$ cat config.mk
export PLATFORM = sky130hd
export DESIGN_NAME = flfq_ctrl
export DESIGN_NICKNAME = d
export VERILOG_FILES = /design/src/rtl/flfq_pkg.sv /design/src/rtl/flfq_ctrl.sv
export SDC_FILE = /design/constraint.sdc
export NUM_CORES = 1
export LEC_CHECK = 0
export BUFFER_PORTS_ARGS = -buffer_cell sky130_fd_sc_hd__buf_2
export CORE_AREA = 2 2 39 41
export CTS_CLUSTER_DIAMETER = 40
export DETAILED_ROUTE_END_ITERATION = 8
export DIE_AREA = 0 0 41 43
export GPL_TIMING_DRIVEN = 0
export SYNTH_ARGS = -nofsm -noshare
export SYNTH_HDL_FRONTEND = slang
export SYNTH_SLANG_ARGS = --single-unit
export TNS_END_PERCENT = 30
$ cat constraint.sdc
create_clock -name clk -period 1.3 [get_ports clk]
set_input_delay 0.13 -clock clk [delete_from_list [all_inputs] [get_ports clk]]
set_output_delay 0.13 -clock clk [all_outputs]
set_load 0.01 [all_outputs]
$ cat src/rtl/flfq_pkg.sv
package flfq_pkg;

  localparam int unsigned QUEUE_DEPTH_DEF = 4;
  localparam int unsigned MEM_BYTES_DEF   = 65536;

  localparam int unsigned ADDR_W     = 32;
  localparam int unsigned LAT_W      = 8;
  localparam int unsigned BYTE_W     = 8;
  localparam int unsigned WORD_W     = 32;
  localparam int unsigned LINE_BYTES = 16;
  localparam int unsigned LINE_W     = LINE_BYTES * BYTE_W;
  localparam int unsigned MADDR_W    = 16;

  localparam logic [LAT_W-1:0] LATENCY_RESET = 8'd50;

  localparam logic CMD_TICK      = 1'b0;
  localparam logic CMD_MEM_WRITE = 1'b1;

  typedef struct packed {
    logic                cmd;
    logic                squash;
    logic                line_consumed;
    logic                fetch_valid;
    logic [ADDR_W-1:0]   fetch_pc;
    logic [MADDR_W-1:0]  mem_addr;
    logic [BYTE_W-1:0]   mem_byte;
  } in_item_t;

  typedef struct packed {
    logic                line_ready;
    logic [ADDR_W-1:0]   line_addr;
    logic [WORD_W-1:0]   word_zero;
    logic [WORD_W-1:0]   word_one;
    logic [WORD_W-1:0]   word_two;
    logic [WORD_W-1:0]   word_three;
    logic                push_dropped;
  } out_item_t;

  typedef enum logic [3:0] {
    ST_IDLE,
    ST_SCAN,
    ST_LOAD,
    ST_MEMWR,
    ST_FILL,
    ST_LINEWR,
    ST_HEADRD,
    ST_REPORT
  } state_t;

  typedef struct packed {
    logic accept;
    logic scan_adv;
    logic fill_start;
    logic mem_wr;
    logic fill_step;
    logic line_wr;
    logic head_rd;
    logic out_load;
  } ctrl_cmd_t;

  typedef struct packed {
    logic in_write;
    logic mask_empty;
    logic mask_hit;
    logic fill_last;
    logic out_busy;
  } dp_status_t;

endpackage

$ cat src/rtl/flfq_ctrl.sv
module flfq_ctrl (
  input  logic                   clk,
  input  logic                   rst,
  input  logic                   in_valid,
  output logic                   in_ready,
  output flfq_pkg::ctrl_cmd_t    cmd,
  input  flfq_pkg::dp_status_t   status
);

  flfq_pkg::state_t state, state_next;

  always_ff @(posedge clk) begin
    if (rst) begin
      state <= flfq_pkg::ST_IDLE;
    end else begin
      state <= state_next;
    end
  end

  always_comb begin
    state_next = state;
    cmd        = '0;
    in_ready   = 1'b0;
    unique case (state)
      flfq_pkg::ST_IDLE: begin
        in_ready = 1'b1;
        if (in_valid) begin
          cmd.accept = 1'b1;
          state_next = status.in_write ? flfq_pkg::ST_MEMWR : flfq_pkg::ST_SCAN;
        end
      end
      flfq_pkg::ST_SCAN: begin
        if (status.mask_empty) begin
          state_next = flfq_pkg::ST_HEADRD;
        end else if (status.mask_hit) begin
          state_next = flfq_pkg::ST_LOAD;
        end else begin
          cmd.scan_adv = 1'b1;
        end
      end
      flfq_pkg::ST_LOAD: begin
        cmd.fill_start = 1'b1;
        state_next     = flfq_pkg::ST_FILL;
      end
      flfq_pkg::ST_MEMWR: begin
        cmd.mem_wr = 1'b1;
        state_next = flfq_pkg::ST_HEADRD;
      end
      flfq_pkg::ST_FILL: begin
        cmd.fill_step = 1'b1;
        if (status.fill_last) begin
          state_next = flfq_pkg::ST_LINEWR;
        end
      end
      flfq_pkg::ST_LINEWR: begin
        cmd.line_wr = 1'b1;
        state_next  = flfq_pkg::ST_SCAN;
      end
      flfq_pkg::ST_HEADRD: begin
        cmd.head_rd = 1'b1;
        state_next  = flfq_pkg::ST_REPORT;
      end
      flfq_pkg::ST_REPORT: begin
        cmd.head_rd = 1'b1;
        // hold until the previous item has left the output register
        if (!status.out_busy) begin
          cmd.out_load = 1'b1;
          state_next   = flfq_pkg::ST_IDLE;
        end
      end
      default: begin
        state_next = flfq_pkg::ST_IDLE;
      end
    endcase
  end

endmodule

==> impl_results.md <==
* Outcome: complete, no violations
* Fmax at 0.788 GHz
* Antenna Nets Post-Route at 0
* Sequential fraction of the synthesis area at 0.221
* Clk_skew at 0.000897 ns
* GRT Total Usage at 0.0923
* # rows at 14
* Number of port buffers at 16
* Worst Hold Class: input pin to flop
* Synth-to-Final Area Change at 79.3%
* Final nets at 69
* First drt pass iteration count at 4
* Post-DP HPWL at 508 um
* CP delay by family, top: flip-flops
* Power Density at 2240 nW/um^2
* Peak VDD IR at 739 uV
* Worst slew pin tran at 0.290 ns
* Total Wirelength at 759 um
* Post-CTS Hold Fix Bufs at 0
* CP cell instances: buf_6, nand2b_4, nor4_4, buf_2
* DR vias/cell at 4.53
* Worst-path clk slew at 0.04 ns
* Core area at 1380 um^2
* RSZ-0062 raised after global routing: yes
* Most flop-heavy register: state
* Largest registers: state: 3 flops
* Worst-skew pair later-pin latency at 0.23 ns
* Largest cells by area after synthesis: dfxtp_1 22%, nor2_1 6.9%, nor3_1 5.5%
* Max Transition Viols Final at 0
* Cell leakage power at 0.226 nW
* Area leader, netlist: dfxtp_1
* Max-cap violations at 0
* Post-route total power at 1.09 mW
* Placed cell areas at 372 um^2
* Clock Tree Buf Depth at 2
* CP Data Required Time at 1.17 ns
* Post-synthesis register bit count at 3
* Slew headroom at 0.805
* Worst endpoint data arrival time at 1.14 ns
* Die area at 1760 um^2
* Grt ovf at 0
* Sw Share at 0.438
* Slowest Stage Delay on Critical Path at 0.32 ns
* CTS root buf: clkbuf_4
* WP buf/inv at 2
* Share of cells above drive strength 1 at 0.633
* Synth Instances at 36
* Min Tclk post-route at 1.27 ns
* Final Wtd Congestion at 0.770
* Crit Path Class: flop to output port
* Critical path launch point type: flop
* Clock power share at 0.149
* I/O pin cnt at 17
* Synth top area share at 0.221
* Synth Area per Inst at 7.54 um^2
* Final setup viols at 0
* Detailed Route Iter0 Violations at 13
* Largest net degree at the start of global routing at 11
* Final instance area at 487 um^2
* First-pass GRT wire length at 1100 um
* Hold slack at 0.101 ns
* Yosys cell types at 21
* Total net switching power at 478 uW
* Clock sinks at 3
* Post-Syn Nets at 44
* Via Count at 344
* Number of global-route vias before repair at 280
* Max reg flops at 3
* Die Ht at 43 um
* Final Hold Viols at 0
* DR WL/cell at 9.99 um
* Internal power at 613 uW
* Antenna fix cells at 0
* Mapped Area at 272 um^2
* CTS tree: built
* Final worst-path cycle share at 0.976
* TritonCTS Buffers at 3
* Comb pwr share at 0.670
* H-tree depth at 1
* Sequential Power Share at 0.181
* Die W at 41 um
* Residual DRC at 0
* Starting Density at 0.196
* Initial antenna violation count at 0
* Crit. End Element: output port
* Worst Path Max Fanout at 5
* Worst path slowest cell: dfxtp_2
* Syn. warnings at 0
-- cell usage in the layout (no fill, tap or decap), drive strengths merged --
cell    Yosys  layout
dfxtp       3       3
nor2        5       5
a221oi      1       1
nor4        2       2
mux2i       1       1
inv         1       1
clkbuf      0       4
and2        2       2
o31ai       1       1
nor3        3       3
a21oi       1       1
buf         3      23
and3        1       1
nand2       4       4
o21ai       2       2
a311oi      1       1
nand2b      2       2
a21o        1       1
a211oi      2       2
-- per-stage QoR --
step                cells  setup WS, ns   util  TNS (ns)
floorplan              36        0.0714      -         0
global placement       68        0.0999  0.269         0
detailed placement     68        0.0798  0.269         0
CTS                    75       -0.0474  0.331   -0.0568
global route           76       -0.0828  0.352    -0.156
finish                 76        0.0308  0.352         0
-- synthesized netlist by cell type --
cell type,n
a211oi_1,2
a21o_1,1
a21oi_1,1
a221oi_2,1
a311oi_1,1
and2_1,2
and3_4,1
buf_2,2
buf_6,1
dfxtp_1,3
inv_2,1
mux2i_1,1
nand2_1,4
nand2b_1,2
nor2_1,5
nor3_1,3
nor4_1,1
nor4_2,1
o21ai_0,1
o21ai_2,1
o31ai_1,1
-- repair_timing --
item,in CTS,in global routing
buffers inserted,3,0
pin swaps,2,1
gates cloned,0,1
setup endpoints to repair,7,5
gates resized for setup,9,6
-- per-layer routing --
layer	wire length, um	global-route usage
met4	0	0.0600
met5	0	0
met1	375	0.131
met3	51	0.0314
met2	332	0.113
-- power by group through the flow --
| stage | Sequential [mW] | Clock, mW | Combinational (mW) |
|---|---|---|---|
| final | 0.198 | 0.162 | 0.731 |
| after global routing | 0.206 | 0.185 | 0.801 |
| after CTS | 0.189 | 0.176 | 0.685 |
| after detailed placement | 0.173 | 0 | 0.594 |
| after global placement | 0.173 | 0 | 0.591 |
| after floorplan | 0.166 | 0 | 0.447 |
-- kinds of logic after synthesis --
group	Yosys count	share of synthesized area
simple gates	19	0.382
compound gates	9	0.267
buf+inv	4	0.0922
flops	3	0.221
mux	1	0.0369
-- worst paths after layout --
kind                            startpoint       end  slack (ns)  cells past startpoint
worst min register to register    state[0]  state[1]        0.68                      3
worst max register to register    state[1]  state[1]        0.10                      7
worst min-delay path                   rst  state[1]        0.10                      2
worst max-delay path              state[1]    cmd[6]        0.03                      4
-- final cells by class --
type	count	area (um^2)
fill	157	897
multi-input combinational	29	224
timing repair buffer	20	115
sequential	3	65.1
buffer	3	30.0
clock buffer	4	26.3
tap	16	20.0
inverter	1	6.26
Power figures use the tool's default switching activity.
